--- src/rtl/upsc_pkg.sv ---
// upsc_pkg: shared types, constants and the url character class for the
// url prefix scanner. No dependencies; imported by every rtl file of the block.
package upsc_pkg;

    // position counter saturates here
    localparam int MAX_LEN = 512;
    localparam int POS_W   = $clog2(MAX_LEN + 1);
    localparam int START_W = 9;
    localparam int LEN_W   = 10;

    // characters of the prefix, and the NUL terminator
    localparam logic [7:0] CH_NUL   = 8'h00;
    localparam logic [7:0] CH_H     = 8'h68;
    localparam logic [7:0] CH_T     = 8'h74;
    localparam logic [7:0] CH_P     = 8'h70;
    localparam logic [7:0] CH_S     = 8'h73;
    localparam logic [7:0] CH_COLON = 8'h3A;

    // punctuation allowed inside a url
    localparam logic [7:0] CH_DOT   = 8'h2E;
    localparam logic [7:0] CH_SLASH = 8'h2F;
    localparam logic [7:0] CH_BSL   = 8'h5C;
    localparam logic [7:0] CH_TILDE = 8'h7E;
    localparam logic [7:0] CH_HASH  = 8'h23;
    localparam logic [7:0] CH_PCT   = 8'h25;
    localparam logic [7:0] CH_AMP   = 8'h26;
    localparam logic [7:0] CH_LPAR  = 8'h28;
    localparam logic [7:0] CH_RPAR  = 8'h29;
    localparam logic [7:0] CH_UNDER = 8'h5F;
    localparam logic [7:0] CH_MINUS = 8'h2D;
    localparam logic [7:0] CH_PLUS  = 8'h2B;
    localparam logic [7:0] CH_EQ    = 8'h3D;
    localparam logic [7:0] CH_SEMI  = 8'h3B;
    localparam logic [7:0] CH_QUEST = 8'h3F;

    // prefix matcher states
    typedef enum logic [2:0] {
        ST_IDLE,
        ST_H,
        ST_T1,
        ST_T2,
        ST_P,
        ST_S,
        ST_COL,
        ST_DONE
    } state_t;

    // one step's result toward the output register
    typedef struct packed {
        logic               emit;
        logic               found;
        logic [START_W-1:0] start;
        logic [LEN_W-1:0]   len;
    } result_t;

    // letters of either case, digits and the listed punctuation
    function automatic logic is_url_char(input logic [7:0] c);
        logic ok;
        begin
            case (c) inside
                [8'h61:8'h7A], [8'h41:8'h5A], [8'h30:8'h39],
                CH_DOT, CH_SLASH, CH_BSL, CH_TILDE, CH_HASH, CH_PCT, CH_AMP,
                CH_LPAR, CH_RPAR, CH_UNDER, CH_MINUS, CH_PLUS, CH_EQ,
                CH_SEMI, CH_QUEST:
                    ok = 1'b1;
                default:
                    ok = 1'b0;
            endcase
            return ok;
        end
    endfunction

endpackage

--- src/rtl/url_prefix_scanner_top.sv ---
// url_prefix_scanner_top: input register, matcher and output register of the
// url prefix scanner. Depends on upsc_pkg and upsc_fsm.
//
// Takes one message byte per request with a last flag and finds the first
// "http:" or "https:" url in the message, reporting its start offset and
// length once (found=0 at the last byte if there is none). One byte is taken
// every cycle while in_stall is low; a byte's result enters the output register
// as its byte moves on, through one input and one result register around the
// combinational matcher step. Input stall rises only while a result sits in
// the output register under stall and the next byte is already registered.
module url_prefix_scanner_top
    import upsc_pkg::*;
(
    input  logic               clk,
    input  logic               rst_n,
    input  logic               in_valid,
    output logic               in_stall,
    input  logic [7:0]         byte_in,
    input  logic               last,
    output logic               out_valid,
    input  logic               out_stall,
    output logic               found,
    output logic [START_W-1:0] start_res,
    output logic [LEN_W-1:0]   length
);

    logic               in_vld_reg;
    logic [7:0]         byte_reg;
    logic               last_reg;
    logic               out_vld_reg;
    logic               found_reg;
    logic [START_W-1:0] start_reg;
    logic [LEN_W-1:0]   len_reg;
    logic               advance;
    result_t            res;

    // the registered byte moves on when the output register can take a result
    assign advance  = in_vld_reg && (!out_vld_reg || !out_stall);
    assign in_stall = in_vld_reg && !advance;

    // input register
    always_ff @(posedge clk or negedge rst_n)
    begin
        if (!rst_n)
            in_vld_reg <= 1'b0;
        else if (!in_stall)
            in_vld_reg <= in_valid;
    end

    always_ff @(posedge clk)
    begin
        if (!in_stall && in_valid)
        begin
            byte_reg <= byte_in;
            last_reg <= last;
        end
    end

    // matcher step
    upsc_fsm u_fsm (
        .clk     (clk),
        .rst_n   (rst_n),
        .step_en (advance),
        .byte_in (byte_reg),
        .last    (last_reg),
        .res     (res)
    );

    // output register
    always_ff @(posedge clk or negedge rst_n)
    begin
        if (!rst_n)
            out_vld_reg <= 1'b0;
        else if (advance)
            out_vld_reg <= res.emit;
        else if (!out_stall)
            out_vld_reg <= 1'b0;
    end

    always_ff @(posedge clk)
    begin
        if (advance && res.emit)
        begin
            found_reg <= res.found;
            start_reg <= res.start;
            len_reg   <= res.len;
        end
    end

    assign out_valid = out_vld_reg;
    assign found     = found_reg;
    assign start_res = start_reg;
    assign length    = len_reg;

    // a no-url report carries zero offset and length
    a_nofind_zero: assert property (@(posedge clk) disable iff (!rst_n)
        out_vld_reg && !found_reg |-> start_reg == '0 && len_reg == '0)
        else $error("no-url report with nonzero fields");

    // a url never reaches past the saturated position
    a_url_bound: assert property (@(posedge clk) disable iff (!rst_n)
        out_vld_reg && found_reg |->
            ({1'b0, start_reg} + len_reg) <= (LEN_W + 1)'(MAX_LEN))
        else $error("url extends beyond MAX_LEN");

    // a registered byte held by a stalled output stays registered
    a_hold_byte: assert property (@(posedge clk) disable iff (!rst_n)
        in_vld_reg && out_vld_reg && out_stall |=> in_vld_reg)
        else $error("registered byte dropped under output stall");

    // a stalled result is not overwritten by the matcher
    a_no_overrun: assert property (@(posedge clk) disable iff (!rst_n)
        out_vld_reg && out_stall |-> !advance)
        else $error("matcher stepped into a stalled result");

endmodule

--- src/rtl/upsc_fsm.sv ---
// upsc_fsm: prefix matcher state machine with position, url start and
// reported-flag registers; produces at most one result per byte.
// Depends on upsc_pkg.
module upsc_fsm
    import upsc_pkg::*;
(
    input  logic          clk,
    input  logic          rst_n,
    input  logic          step_en,
    input  logic [7:0]    byte_in,
    input  logic          last,
    output result_t       res
);

    state_t             state_reg, state_next;
    logic [POS_W-1:0]   pos_reg, pos_next, pos_inc;
    logic [START_W-1:0] start_reg, start_next;
    logic               reported_reg, reported_next;
    logic               term_emit;
    logic [LEN_W-1:0]   len_now, len_inc;

    // saturating position of the following byte
    assign pos_inc = (pos_reg < POS_W'(MAX_LEN)) ? pos_reg + POS_W'(1) : pos_reg;

    // url length at the current and at the following position; start never
    // exceeds position, and position is at most MAX_LEN
    assign len_now = LEN_W'(pos_reg - {1'b0, start_reg});
    assign len_inc = LEN_W'(pos_inc - {1'b0, start_reg});

    // next state
    always_comb
    begin
        state_next = state_reg;
        start_next = start_reg;
        if (state_reg != ST_DONE)
        begin
            if (byte_in == CH_NUL)
            begin
                state_next = ST_DONE;
            end
            else
            begin
                unique case (state_reg)
                    ST_IDLE:
                    begin
                        if (byte_in == CH_H)
                        begin
                            state_next = ST_H;
                            start_next = (pos_reg >= POS_W'(MAX_LEN))
                                ? START_W'(MAX_LEN - 1) : pos_reg[START_W-1:0];
                        end
                    end
                    ST_H:    state_next = (byte_in == CH_T) ? ST_T1 : ST_IDLE;
                    ST_T1:   state_next = (byte_in == CH_T) ? ST_T2 : ST_IDLE;
                    ST_T2:   state_next = (byte_in == CH_P) ? ST_P : ST_IDLE;
                    ST_P:
                    begin
                        if (byte_in == CH_COLON)
                            state_next = ST_COL;
                        else if (byte_in == CH_S)
                            state_next = ST_S;
                        else
                            state_next = ST_IDLE;
                    end
                    ST_S:    state_next = (byte_in == CH_COLON) ? ST_COL : ST_IDLE;
                    ST_COL:
                    begin
                        if (!is_url_char(byte_in))
                            state_next = ST_DONE;
                    end
                    ST_DONE: state_next = ST_DONE;
                endcase
            end
        end
    end

    // outputs: url end inside the message, or the end-of-message report
    always_comb
    begin
        term_emit = (state_reg == ST_COL) &&
                    ((byte_in == CH_NUL) || !is_url_char(byte_in));
        res       = '0;
        if (term_emit)
        begin
            res.emit  = 1'b1;
            res.found = 1'b1;
            res.start = start_reg;
            res.len   = len_now;
        end
        else if (last && !reported_reg)
        begin
            res.emit = 1'b1;
            if (state_next == ST_COL)
            begin
                res.found = 1'b1;
                res.start = start_reg;
                res.len   = len_inc;
            end
        end
    end

    // register updates; the end of a message restores the reset values
    always_comb
    begin
        pos_next      = pos_inc;
        reported_next = reported_reg | term_emit;
    end

    always_ff @(posedge clk or negedge rst_n)
    begin
        if (!rst_n)
        begin
            state_reg    <= ST_IDLE;
            pos_reg      <= '0;
            start_reg    <= '0;
            reported_reg <= 1'b0;
        end
        else if (step_en)
        begin
            if (last)
            begin
                state_reg    <= ST_IDLE;
                pos_reg      <= '0;
                start_reg    <= '0;
                reported_reg <= 1'b0;
            end
            else
            begin
                state_reg    <= state_next;
                pos_reg      <= pos_next;
                start_reg    <= start_next;
                reported_reg <= reported_next;
            end
        end
    end

endmodule
--- config.mk ---
export PLATFORM = sky130hd
export DESIGN_NAME = url_prefix_scanner_top
export DESIGN_NICKNAME = d
export VERILOG_FILES = /design/src/rtl/upsc_pkg.sv /design/src/rtl/url_prefix_scanner_top.sv /design/src/rtl/upsc_fsm.sv
export SDC_FILE = /design/constraint.sdc
export NUM_CORES = 1
export LEC_CHECK = 0
export BUFFER_PORTS_ARGS = -buffer_cell sky130_fd_sc_hd__clkbuf_2
export CAP_MARGIN = 10
export CORE_ASPECT_RATIO = 0.75
export CORE_MARGIN = 2
export CORE_UTILIZATION = 51
export CTS_CLUSTER_DIAMETER = 150
export DETAILED_ROUTE_END_ITERATION = 6
export GPL_TIMING_DRIVEN = 0
export PLACE_DENSITY = 0.83
export SLEW_MARGIN = 20
export SYNTH_ARGS = -nofsm -noshare
export SYNTH_HDL_FRONTEND = slang
export SYNTH_HIERARCHICAL = 1
export SYNTH_SLANG_ARGS = --single-unit
--- constraint.sdc ---
create_clock -name clk -period 3.61 [get_ports clk]
set_clock_uncertainty 0.05 [all_clocks]
set_input_delay 0.5415 -clock clk [delete_from_list [all_inputs] [get_ports clk]]
set_output_delay 0.5415 -clock clk [all_outputs]
set_load 0.02 [all_outputs]
== Word-level counts from Yosys, hierarchy flattened ==
Index checks and enable logic that the tools add are counted.
Widths: inputs -> output; s select.
Word-level totals
  logic and storage cells: 108
  register bits after elaboration: 54
Cells by class
  reduce and logical (&&, ||, !) cells: 24
  muxes and demuxes: 30
  add/subtract/negate cells: 3
  magnitude comparators: 8
  equality and inequality tests: 31
  bitwise gates (word level): 1
Operator list (count)
  $eq 8x6->1 const B: 13
  $eq 8x7->1 const B: 7
  $mux 9: 6
  $mux 21: 2
  $mux 3: 9
  $pmux 3 s8: 1
  $mux 10: 2
  $mux 20: 1
  $sub 10x9->10: 2
  $reduce_or 18->1: 1
  $ge 8x7->1 const B: 2
  $le 8x7->1 const B: 2
  $eq 3x3->1 const B: 5
  $add 10x1->10 const B: 1
  $ge 10x10->1 const B: 1
  $lt 10x10->1 const B: 1
  $logic_and 1x1->1: 9
  $ge 8x6->1 const B: 1
  $le 8x6->1 const B: 1
  $logic_not 8->1: 1
  $mux 1: 7
  $eq 3x2->1 const B: 2
  $logic_not 1->1: 6
  $reduce_bool 2->1: 3
  other kinds (9): 11

== Longest topological paths before layout ==
  word-level depth: 16
  mapped depth: 12

== Hierarchy ==
Netlist, hierarchy kept.
Modules (own cells, without submodules)
  upsc_fsm: area an instance 2481.1 µm², times used 1, cells each 315, seq. area each 575.6 µm²
  url_prefix_scanner_top: area an instance 969.7 µm², times used 1, cells each 40, seq. area each 920.9 µm²

== Worst setup path after synthesis ==
No wires, ideal clock.
  kind: register to register
  start point: reg byte_reg[1]
  end point: reg found_reg (netlist: found) (enable)
  buffers on the path: 2
  cell stages (with the launch flop): 11
  library setup time: 404 ps
  arrival: 3035 ps
  slack: 121 ps
  path through: edfxtp_1 -> buf_6 -> or3_4 -> o32ai_1 -> a311o_1 -> and4_1 -> nand2_1 -> clkbuf_1 -> nand2_1 -> nand2_1 -> a21oi_1
RTL lines
  from (decl): RTL line url_prefix_scanner_top.sv:28  | logic [7:0] byte_reg;
  from (signal assigned): RTL line url_prefix_scanner_top.sv:54  | byte_reg <= byte_in;
  to (signal assigned): RTL line url_prefix_scanner_top.sv:84  | found_reg <= res.found;
  to (decl): RTL line url_prefix_scanner_top.sv:31  | logic found_reg;

==> flow_summary.toml <==
[grt]
grt_pass1_vias = 2691
grt_pass1_wl_mm = 13.2
grt_max_degree = 26
grt_remaining_overflow = 0
antenna_found_initial = 0
track_usage_pct = 22.2

[finish]
n_fill_cell = 526
synthToLayoutAreaGrowth_pct = 11.7
nNetsFinal = 431
layout_commonest_cell = "clkbuf_2"
final_layout_size_suffix_gt1_share_pct = 14.6
final-instance-count-excl-fill = 478
n_antenna_cell = 0
final_cell_mix = "34 x clkbuf_2, 29 x edfxtp_1, 28 x inv_1, 27 x o21ai_0, 25 x dfrtp_1"

[cts]
cts-buffers-inserted = 5
clock_tree.buffer_depth = 2
cts_sinks = 54
clkLatencyLatePin_ns = 0.30
ctsResizeCount = 0
ctsHtreeMaxLevel = 2
cts_setup_buffers = 0
cts_tree = "yes"
cts_root_buf = "clkbuf_8"
cts_hold_buffers = 0
cts.reportedPaths.clkPinSlew_ns = 0.10

[logic_synthesis]
synth-simple-area-share_pct = 19.5
syn-cell-area_um2 = 3450
synth_nets = 390
syn_inst = 355
yosysSeqAreaShare_pct = 43.4
synth_compound_area_share_pct = 17.2
synth_cell_types = 63
ys_warn_count = 6
muxShareOfSynthArea_pct = 1.20
avgSynthCellArea_um2 = 9.72
synth-xor-area-share_pct = 5.08
synth_top_family_by_area = "simple AND/OR/NAND/NOR gates"
ys_ff_latch = 54
async_flop_share_pct = 46.3
synth_flop_cell = "edfxtp_1"
synthAdderAreaFrac_pct = 8.41
synth_edf_count = 29

[pwr]
power_density_nw_per_um2 = 511
power.leakage_nw = 1.54
ir_drop_mv = 0.243
power_mw = 1.97

[sta]
slew_viol_final = 0
holdWs_ns = 0.181
finalSetupViolCount = 0
tightest_slew_ns = 0.693
rsz0062_at_grt = "false"
max_clock_freq_mhz = 299
period_share_pct = 92.7
finalHoldViolCount = 0
fin_setup_tns_ns = 0
relSlewSlack_pct = 53.5
fin_crit_ns = 3.35
finalWorstSetupSlack_ns = 0.263

[floorplanning]
dieArea_um2 = 7450
initial_core_util_pct = 53.8
rows = 25
coreArea_um2 = 6410
die_x_um = 99.0
fp.dieH_um = 75.2
pin_count = 35

[worst_hold_path]
hold_path_class = "in -> async"

[setup_path]
critPathRequiredTime_ns = 3.57
cp-end-kind = "flop"
crit_arrival_ns = 3.30
reg2regPathDepth = 10
cp-start-kind = "flop"
crit_type = "reg -> reg"
cp_max_fo = 16
r2r_setup_slack_ns = 0.26

[drt]
drt_wl_total_mm = 7.88
postRouteAntennaNets = 0
dr_total_vias = 2859
route.detailed.drc = 0
viasPerCell = 5.98
drt-initial-drc-count = 314
wire_per_inst_um = 16.5
dr.pass1.iters = 5

[flow_run]
drv_cap = 0

[placement]
hpwl_mm = 5.95
dp_cells = 471
gp_congestion = 0.910
numPortBuffers = 34
dp_slack_ns = 0.183

[status]
status = "complete, no violations"
==> power breakdown <==
part	switching, mW	internal [mW]
sequential	0.0630	0.698
combinational	0.465	0.341
clock	0.196	0.205
==> logic make-up after synthesis <==
logic type / after synthesis
compound gates: 94
xor+xnor: 20
fa+ha+maj: 22
buf+inv: 44
flops: 54
mux: 4
simple gates: 117
==> layer usage <==
layer	routed length, um	track usage [%]
met2	3460	35.1
met3	608	4.64
met1	3730	32.1
met5	0	0
met4	72	4.87
==> area by class of cell <==
cell class	count	area, um2	share of cell area [%]
clock inverters	2	33.8	0.876
repair buffers	35	181	4.70
well taps	81	101	2.63
inverters	28	105	2.73
multi-input cells	257	1790	46.5
plain buffers	15	71.3	1.85
flip-flops and latches	54	1500	38.8
clock buffers	6	72.6	1.88
==> final timing paths <==
check | to | from
worst min register to register | u_fsm/start_reg[6] | u_fsm/start_reg[6]
worst min-delay path | u_fsm/start_reg[8] | rst_n
worst max-delay path | length[3] | byte_reg[2]
worst max register to register | length[3] | byte_reg[2]
max in group asynchronous | u_fsm/pos_reg[4] | rst_n
min in group clk | byte_reg[6] | byte_in[6]
==> critical path, cell delays in order, from the launching register on <==
cell and delay (ns):
edfxtp_1 0.52, or3_4 0.44, o32ai_1 0.28, a311o_1 0.19, and4_1 0.27, nand2_2 0.19, clkbuf_1 0.31, nand2_1 0.18
nand2_1 0.12, a21oi_4 0.26, buf_6 0.23
==> through the flow <==
stage / instance area [um2] / util (%)
2_1_floorplan: 3450 / -
3_3_place_gp: 3720 / 58.0
3_5_place_dp: 3740 / 58.3
4_1_cts: 3840 / 59.9
5_1_grt: 3860 / 60.1
6_report: 3860 / 60.1
==> synthesized netlist by cell type, types with 2 or more instances <==
master	instances	share of area, %
nand4_1	5	0.91
and3b_1	3	0.76
ha_1	20	7.3
a21boi_0	2	0.43
nand2_1	24	2.6
o21ai_0	27	3.9
xor2_1	9	2.3
mux2i_1	3	0.87
o21a_1	6	1.3
nand3b_1	3	0.65
nor2_1	22	2.4
and2_1	4	0.73
o22ai_1	14	2.5
a31oi_1	4	0.73
o32ai_1	4	1.0
xnor2_1	11	2.8
dfrtp_1	25	18
buf_6	2	0.65
fa_1	2	1.2
inv_1	28	3.0
or2_2	2	0.36
nor3_1	7	1.0
nor4b_1	2	0.51
a21oi_1	19	2.8
edfxtp_1	29	25
nor2b_1	7	1.3
nor4_1	2	0.36
nand3_1	7	1.0
a21o_1	4	0.87
clkbuf_1	13	1.4
nand2b_1	13	2.4
Power figures use the tool's default switching activity.
